File: src/rtl/icmp_erc_pkg.sv
// Shared types, constants and checksum arithmetic for the ICMP echo reply classifier.
`timescale 1ns / 1ps

package icmp_erc_pkg;

  localparam logic [3:0]  IHL_MASK          = 4'hF;
  localparam logic [15:0] SUM_GOOD          = 16'hFFFF;
  localparam logic [7:0]  ECHO_REQUEST_TYPE = 8'd8;
  localparam logic [6:0]  POS_MAX           = 7'd127;
  localparam logic [6:0]  ID_HIGH_OFFSET    = 7'd4;
  localparam logic [6:0]  ID_LOW_OFFSET     = 7'd5;

  typedef enum logic [1:0] {
    VERDICT_FOR_US       = 2'd0,
    VERDICT_OWN_REQUEST  = 2'd1,
    VERDICT_ANOMALY      = 2'd2,
    VERDICT_BAD_CHECKSUM = 2'd3
  } verdict_t;

  typedef struct packed {
    verdict_t    verdict;
    logic [7:0]  icmp_type;
    logic [15:0] seen_identifier;
  } result_t;

  // Ones' complement add with end-around carry.
  function automatic logic [15:0] ones_add(input logic [15:0] a, input logic [15:0] b);
    logic [16:0] s;
    s = {1'b0, a} + {1'b0, b};
    return s[15:0] + {15'd0, s[16]};
  endfunction

endpackage

File: src/rtl/icmp_erc_if.sv
// Stream interfaces for received datagram bytes and classification results.
`timescale 1ns / 1ps

interface icmp_erc_in_if;
  logic       valid;
  logic       ready;
  logic [7:0] packet_byte;
  logic       last_byte;

  modport source(output valid, output packet_byte, output last_byte, input ready);
  modport sink(input valid, input packet_byte, input last_byte, output ready);
endinterface

interface icmp_erc_out_if;
  logic        valid;
  logic        ready;
  logic [1:0]  verdict;
  logic [7:0]  icmp_type;
  logic [15:0] seen_identifier;

  modport source(output valid, output verdict, output icmp_type, output seen_identifier,
                 input ready);
  modport sink(input valid, input verdict, input icmp_type, input seen_identifier,
               output ready);
endinterface

File: src/rtl/icmp_erc_core.sv
// Per-datagram parsing state, checksum accumulation and verdict logic.
`timescale 1ns / 1ps

module icmp_erc_core (
  input  logic                  clk,
  input  logic                  rst,
  input  logic                  byte_fire,
  input  logic [7:0]            packet_byte,
  input  logic                  last_byte,
  input  logic [15:0]           expected_identifier,
  output logic                  result_valid,
  output icmp_erc_pkg::result_t result
);
  import icmp_erc_pkg::*;

  logic [6:0]  byte_position;
  logic [5:0]  header_length;
  logic [15:0] sum_accumulator;
  logic [7:0]  held_high_byte;
  logic        odd_pending;
  logic [7:0]  type_seen;
  logic [15:0] identifier_seen;

  logic [5:0]  hl_cur;
  logic        in_icmp;
  logic        reached_id;
  logic [6:0]  icmp_offset;
  logic [15:0] add_word;
  logic [15:0] sum_add;
  logic [15:0] final_sum;
  logic [7:0]  type_next;
  logic [15:0] identifier_next;
  verdict_t    verdict;

  always_comb begin
    hl_cur      = (byte_position == 7'd0) ? {packet_byte[3:0] & IHL_MASK, 2'b00} : header_length;
    in_icmp     = byte_position >= {1'b0, hl_cur};
    reached_id  = {1'b0, byte_position} >= ({2'b00, hl_cur} + {1'b0, ID_LOW_OFFSET});
    icmp_offset = byte_position - {1'b0, hl_cur};
    add_word    = odd_pending ? {held_high_byte, packet_byte} : {packet_byte, 8'h00};
    sum_add     = ones_add(sum_accumulator, add_word);
    final_sum   = in_icmp ? sum_add : sum_accumulator;

    type_next       = type_seen;
    identifier_next = identifier_seen;
    if (in_icmp) begin
      if (icmp_offset == 7'd0) begin
        type_next = packet_byte;
      end else if (icmp_offset == ID_HIGH_OFFSET) begin
        identifier_next[15:8] = packet_byte;
      end else if (icmp_offset == ID_LOW_OFFSET) begin
        identifier_next[7:0] = packet_byte;
      end
    end

    priority if (final_sum != SUM_GOOD) begin
      verdict = VERDICT_BAD_CHECKSUM;
    end else if (in_icmp && type_next == ECHO_REQUEST_TYPE) begin
      verdict = VERDICT_OWN_REQUEST;
    end else if (!reached_id || type_next != 8'd0 ||
                 identifier_next != expected_identifier) begin
      verdict = VERDICT_ANOMALY;
    end else begin
      verdict = VERDICT_FOR_US;
    end

    result_valid           = byte_fire && last_byte;
    result.verdict         = verdict;
    result.icmp_type       = type_next;
    result.seen_identifier = identifier_next;
  end

  always_ff @(posedge clk) begin
    if (rst) begin
      byte_position   <= '0;
      header_length   <= '0;
      sum_accumulator <= '0;
      held_high_byte  <= '0;
      odd_pending     <= 1'b0;
      type_seen       <= '0;
      identifier_seen <= '0;
    end else if (byte_fire) begin
      if (last_byte) begin
        byte_position   <= '0;
        header_length   <= '0;
        sum_accumulator <= '0;
        held_high_byte  <= '0;
        odd_pending     <= 1'b0;
        type_seen       <= '0;
        identifier_seen <= '0;
      end else begin
        if (byte_position < POS_MAX) begin
          byte_position <= byte_position + 7'd1;
        end
        header_length   <= hl_cur;
        type_seen       <= type_next;
        identifier_seen <= identifier_next;
        if (in_icmp) begin
          if (odd_pending) begin
            sum_accumulator <= sum_add;
            held_high_byte  <= '0;
            odd_pending     <= 1'b0;
          end else begin
            held_high_byte <= packet_byte;
            odd_pending    <= 1'b1;
          end
        end
      end
    end
  end

endmodule

File: src/rtl/icmp_echo_reply_classifier.sv
// Top level of the ICMP echo reply classifier with result register and skid slot.
`timescale 1ns / 1ps

// Takes a received IPv4 datagram one byte per clock while ready is high, IP
// header first, and on the byte marked last delivers one verdict together
// with the ICMP type and echo identifier seen. The ICMP part is checked with
// the Internet checksum, and the identifier is compared against the value
// written on the configuration port, which should only be written while no
// datagram is in progress. The verdict is registered into the result
// register, or into a second result slot behind it while the register is
// stalled. The second slot keeps input ready high while one result waits,
// so input ready falls only when both slots hold results not yet taken.
module icmp_echo_reply_classifier (
  input  logic           clk,
  input  logic           rst,
  icmp_erc_in_if.sink    datagram,
  icmp_erc_out_if.source result,
  input  logic           cfg_wr_en,
  input  logic [15:0]    cfg_wr_data
);
  import icmp_erc_pkg::*;

  logic        byte_fire;
  logic        core_valid;
  result_t     core_result;
  logic [15:0] expected_identifier;
  logic        out_valid;
  result_t     out_data;
  logic        skid_valid;
  result_t     skid_data;
  logic        out_free;

  assign datagram.ready = !skid_valid;
  assign byte_fire      = datagram.valid && datagram.ready;
  assign out_free       = !out_valid || result.ready;

  icmp_erc_core u_core (
    .clk                 (clk),
    .rst                 (rst),
    .byte_fire           (byte_fire),
    .packet_byte         (datagram.packet_byte),
    .last_byte           (datagram.last_byte),
    .expected_identifier (expected_identifier),
    .result_valid        (core_valid),
    .result              (core_result)
  );

  always_ff @(posedge clk) begin
    if (rst) begin
      expected_identifier <= '0;
    end else if (cfg_wr_en) begin
      expected_identifier <= cfg_wr_data;
    end
  end

  always_ff @(posedge clk) begin
    if (rst) begin
      out_valid  <= 1'b0;
      skid_valid <= 1'b0;
    end else if (out_free) begin
      if (skid_valid) begin
        out_valid  <= 1'b1;
        out_data   <= skid_data;
        skid_valid <= core_valid;
        skid_data  <= core_result;
      end else begin
        out_valid <= core_valid;
        out_data  <= core_result;
      end
    end else if (core_valid) begin
      skid_valid <= 1'b1;
      skid_data  <= core_result;
    end
  end

  assign result.valid           = out_valid;
  assign result.verdict         = out_data.verdict;
  assign result.icmp_type       = out_data.icmp_type;
  assign result.seen_identifier = out_data.seen_identifier;

`ifndef SYNTHESIS
  a_skid_behind_out: assert property (@(posedge clk) disable iff (rst)
    skid_valid |-> out_valid)
    else $error("Skid slot holds a result while the result register is empty.");

  a_stalled_result_kept: assert property (@(posedge clk) disable iff (rst)
    (out_valid && !result.ready && core_valid) |=> skid_valid)
    else $error("A result produced during an output stall was lost.");

  a_skid_held: assert property (@(posedge clk) disable iff (rst)
    (skid_valid && out_valid && !result.ready) |=> (skid_valid && $stable(skid_data)))
    else $error("Skid slot changed while the output was stalled.");
`endif

endmodule

File: src/flat_wrapper.sv
// flat-port wrapper written by rule: the top's interface ports become plain ports
module icmp_echo_reply_classifier_flat import icmp_erc_pkg::*;
  (clk, rst, cfg_wr_en, cfg_wr_data, datagram_valid, datagram_packet_byte, datagram_last_byte, datagram_ready, result_valid, result_verdict, result_icmp_type, result_seen_identifier, result_ready);
  icmp_erc_in_if datagram_i ();
  icmp_erc_out_if result_i ();
  input  logic clk;
  input  logic rst;
  input  logic cfg_wr_en;
  input  logic [15:0] cfg_wr_data;
  input wire logic [$bits(datagram_i.valid)-1:0] datagram_valid;
  input wire logic [$bits(datagram_i.packet_byte)-1:0] datagram_packet_byte;
  input wire logic [$bits(datagram_i.last_byte)-1:0] datagram_last_byte;
  output wire logic [$bits(datagram_i.ready)-1:0] datagram_ready;
  output wire logic [$bits(result_i.valid)-1:0] result_valid;
  output wire logic [$bits(result_i.verdict)-1:0] result_verdict;
  output wire logic [$bits(result_i.icmp_type)-1:0] result_icmp_type;
  output wire logic [$bits(result_i.seen_identifier)-1:0] result_seen_identifier;
  input wire logic [$bits(result_i.ready)-1:0] result_ready;
  assign datagram_i.valid = datagram_valid;
  assign datagram_i.packet_byte = datagram_packet_byte;
  assign datagram_i.last_byte = datagram_last_byte;
  assign datagram_ready = datagram_i.ready;
  assign result_valid = result_i.valid;
  assign result_verdict = result_i.verdict;
  assign result_icmp_type = result_i.icmp_type;
  assign result_seen_identifier = result_i.seen_identifier;
  assign result_i.ready = result_ready;
  icmp_echo_reply_classifier u_core (.clk(clk), .rst(rst), .datagram(datagram_i), .result(result_i), .cfg_wr_en(cfg_wr_en), .cfg_wr_data(cfg_wr_data));
endmodule
File: config.mk
export PLATFORM = sky130hd
export DESIGN_NAME = icmp_echo_reply_classifier_flat
export DESIGN_NICKNAME = d
export VERILOG_FILES = /design/src/rtl/icmp_erc_pkg.sv /design/src/rtl/icmp_erc_if.sv /design/src/rtl/icmp_erc_core.sv /design/src/rtl/icmp_echo_reply_classifier.sv /design/src/flat_wrapper.sv
export SDC_FILE = /design/constraint.sdc
export NUM_CORES = 1
export LEC_CHECK = 0
export BUFFER_PORTS_ARGS = -buffer_cell sky130_fd_sc_hd__buf_2
export CELL_PAD_IN_SITES_DETAIL_PLACEMENT = 1
export CELL_PAD_IN_SITES_GLOBAL_PLACEMENT = 2
export CORE_MARGIN = 3
export CORE_UTILIZATION = 30
export DETAILED_ROUTE_END_ITERATION = 12
export GPL_TIMING_DRIVEN = 1
export PLACE_DENSITY_LB_ADDON = 0.1
export SLEW_MARGIN = 20
export SYNTH_ARGS = -nofsm -noshare
export SYNTH_HDL_FRONTEND = slang
export SYNTH_SLANG_ARGS = --single-unit
export TNS_END_PERCENT = 50
File: constraint.sdc
create_clock -name clk -period 7.15 [get_ports clk]
set_clock_uncertainty 0.05 [all_clocks]
set_input_delay 0 -clock clk [delete_from_list [all_inputs] [get_ports clk]]
set_output_delay 0 -clock clk [all_outputs]
set_load 0.05 [all_outputs]
==> metrics.md <==
| Metric | Value |
|---|---|
| Outcome | `finished with violations` |
| Failing checks | `hold timing` |
| GRT Total Usage | `a little under a fifth` |
| CTS tree | `yes` |
| PnR worst setup slack | `roughly 760 ps` |
| CTS clk-pin slew, worst paths | `70 ps` |
| Sequential area share after synthesis | `40.6%` |
| Crit share post-route | `89.3%` |
| Core Region | `roughly 0.025 mm²` |
| Met1 usage | `a little under a quarter` |
| Max VDD drop | `0.000125 V` |
| Yosys top cell area share | `between 20% and 30%` |
| Final Hold Slack | `-1.35 ps` |
| Number of DRC markers in iteration 0 | `342` |
| H-tree levels | `4` |
| Final instance area | `between 0.009 and 0.01 mm²` |
| Hpwl dp | `between 15 and 20 mm` |
| Ports | `58` |
| Port buffer count | `57` |
| Core Rows | `58` |
| Total congestion overflow | `0` |
| Residual DRC | `0` |
| Syn nets | `869` |
| CP arrival | `~6500 ps` |
| Setup tns final | `0 ps` |
| Clk sinks | `between 100 and 150` |
| Inserted Diodes | `0` |
| Crit path time final | `roughly 6400 ps` |
| DR vias | `6434` |
| Logic pwr share | `a little under an eighth` |
| Synth area leaders | `dfxtp_1 21%, edfxtp_1 20%, mux2_2 7.4%` |
| Die Y | `around 170 µm` |
| EDFF count, synth | `52` |
| Power Total | `about 1.9 mW` |
| Critical Path End Type | `flip-flop` |
| Crit path cell chain | `and2_1, ha_1, fa_1, a21oi_1, o211ai_1, a31oi_1, o221ai_1, and2_1, o21ai_0, a21oi_1, o21ai_0, nand2b_1, ha_1, ha_1, nand2_1, nor3_1, xor2_1, or4_1, nor4_1, nand3_1, o41a_1, or2_1, mux2_2` |
| YS warnings | `0` |
| First-pass DRT Iterations | `5` |
| Critical path launch point type | `flip-flop` |
| Mapped cell area | `0.00779 mm²` |
| CP peak stage delay | `approximately 810 ps` |
| Lkg Pwr | `3.64 nW` |
| Internal power | `1.36 mW` |
| Mapped Cells | `about 800` |
| Seq pwr share | `a little over two fifths` |
| Post-CTS Setup Bufs | `0` |
| Asr flop ratio synth | `0%` |
| GR peak layer | `met2` |
| Worst slew pin tran | `about 1100 ps` |
| Final Non-Filler Cells | `approximately 1200` |
| Unrepaired setup endpoints after global routing | `no` |
| Vias per inst | `about 5.3` |
| Fin util | `a little over a third` |
| Starting Density | `between 30% and 40%` |
| Fmax | `~160 MHz` |
| Buf+Inv Stages, Crit Path | `0` |
| CTS buffer count | `17` |
| Fraction of layout cells with a size suffix above 1 | `approximately 19%` |
| Longest Clk Path Bufs | `2` |
| Avg Inst Size Synth | `9.70 µm²` |
| Clock share of power | `a little under half` |
| Die X | `about 170 µm` |
| Clock latency on the worst-skew pair | `~420 ps` |
| Cells after DPL | `1164` |
| Top FF cell, synth | `dfxtp_1` |
| Top Family by Delay on Critical Path | `simple AND/OR/NAND/NOR gates` |
| Power density cells | `between 200 and 250 mW/mm²` |
| Drt total wl | `roughly 25 mm` |
| Tightest Hold Check Type | `in2reg` |
| Worst Path Max Fanout | `24` |
| Root Buffer | `clkbuf_16` |
| Routing usage on met2 | `just over 30%` |
| Synth Register Bits | `132` |
| Final setup viols | `0` |
| CP most frequent cell | `ha_1` |
| Post-DP Area | `around 0.0084 mm²` |
| Vias in the first global route | `between 6000 and 7000` |
| First-pass GRT wire length | `around 40 mm` |
| Layout Nets | `938` |
| MaxCap Viol Count | `0` |
| Largest net degree at the start of global routing | `just under 70` |
| WS Path Type | `reg2reg` |
| Max-slew headroom | `between 20% and 30%` |
| Final ANT Viol Nets | `0` |
| GPL Wtd Cong | `approximately 0.8` |
| Max Slew Vio Count | `0` |
| Switching pwr | `approximately 540 µW` |
| Required time of the critical path | `between 7000 and 8000 ps` |
| P&R area growth vs syn | `18.0%` |
| Largest area contributor in the netlist | `dfxtp_1` |
| Met3 usage | `under 10%` |
| Yosys cell types | `80` |
| Post-CTS Hold Buffers | `20` |
| WL per Instance | `20.8 µm` |
| Sw Share | `between 20% and 30%` |
| Die area | `0.0280 mm²` |
| Post-place setup slack | `~830 ps` |
| Initial antenna violation count | `0` |
| Final hold vios | `1` |
| Slowest cell on the critical path | `dfxtp_1` |
| Post-CTS sizing | `0` |
## worst min-delay path: stages
cell     delay (ps)
buf_2           240
a22oi_1         100
nor2_1           80
## cell usage after synthesis, drive strengths merged, types with 3 or more instances
cell type,number
nor2,86
dfxtp,80
edfxtp,52
mux2,51
o21ai,43
nand2,41
clkbuf,33
ha,33
a22oi,31
inv,30
a21oi,26
xor2,25
mux2i,23
nor3,21
and2,18
xnor2,17
nand3,15
nor4,15
nor2b,13
nand2b,11
a22o,9
nand4,9
a211oi,8
o211ai,8
a21o,7
and3,7
o21a,7
a31oi,6
or2,6
a32oi,5
o41ai,5
or4,5
buf,4
o22ai,4
a221oi,3
nand3b,3
nor3b,3
## final timing paths
check	slack, ps	cells after the start	to	start
hold reg to reg	430	1	u_core.u_core.header_length[1]	u_core.u_core.header_length[1]
setup / recovery	760	23	u_core.result.verdict[0]	u_core.u_core.odd_pending
hold / removal	-1	3	u_core.u_core.type_seen[4]	datagram_packet_byte[4]
setup reg to reg	760	23	u_core.result.verdict[0]	u_core.u_core.odd_pending
## cell usage in the layout, fill, tap and decap left out, types with 17 or more instances in the layout
| cell | instances |
|---|---|
| o21ai_0 | 40 |
| mux2i_1 | 23 |
| xor2_1 | 24 |
| clkbuf_16 | 17 |
| buf_2 | 57 |
| dlygate4sd3_1 | 20 |
| ha_1 | 33 |
| nor2_1 | 84 |
| nor3_1 | 21 |
| dfxtp_1 | 80 |
| a22oi_1 | 31 |
| edfxtp_1 | 52 |
| nand2_1 | 41 |
| a21oi_1 | 26 |
| inv_1 | 29 |
| mux2_2 | 51 |
## power groups by stage
stage | Combinational (mW) | Clock [mW] | Sequential [mW]
2_1_floorplan | 0.123 | 0 | 0.842
3_3_place_gp | 0.213 | 0 | 0.822
3_5_place_dp | 0.216 | 0 | 0.823
4_1_cts | 0.226 | 0.892 | 0.806
5_1_grt | 0.243 | 0.921 | 0.807
6_report | 0.223 | 0.866 | 0.806
## layer usage
layer / vias to the layer above / part of all wire, %
met3: 13 / 3.0
met5: - / 0
met1: 3211 / 47
li1: 3122 / -
met4: 0 / 1.0
met2: 88 / 49
## flip-flops by register name (all words and copies together) (netlist names)
register / flops
u_core.skid_data: 26
u_core.u_core.identifier_seen: 16
u_core.u_core.sum_accumulator: 16
u_core.result.seen_identifier: 16
u_core.result.verdict: 2
u_core.result.icmp_type: 8
u_core.skid_valid: 1
u_core.expected_identifier: 16
u_core.u_core.byte_position: 7
u_core.result.valid: 1
u_core.u_core.odd_pending: 1
u_core.u_core.type_seen: 8
u_core.u_core.held_high_byte: 8
u_core.u_core.header_length: 6
## final cells by class
class / count / area [µm²]
Tap cell: 330 / 413
Timing Repair Buffer: 87 / 561
Sequential cell: 132 / 3160
Multi-Input combinational cell: 605 / 4380
Clock buffer: 18 / 429
Clock inverter: 14 / 141
Fill cell: 2883 / 16100
Inverter: 30 / 113
## logic make-up after synthesis
kind of cell / after synthesis / synth area share, %
AND/OR/NAND/NOR: 262 / 17.4
flip-flops: 132 / 40.6
buffers and inverters: 67 / 3.37
XOR/XNOR: 42 / 4.91
AO/OA/AOI/OAI: 190 / 17.3
adder cells (fa/ha/maj): 37 / 6.07
multiplexers: 74 / 10.3
Note: power is estimated with default switching activity, not from simulation.
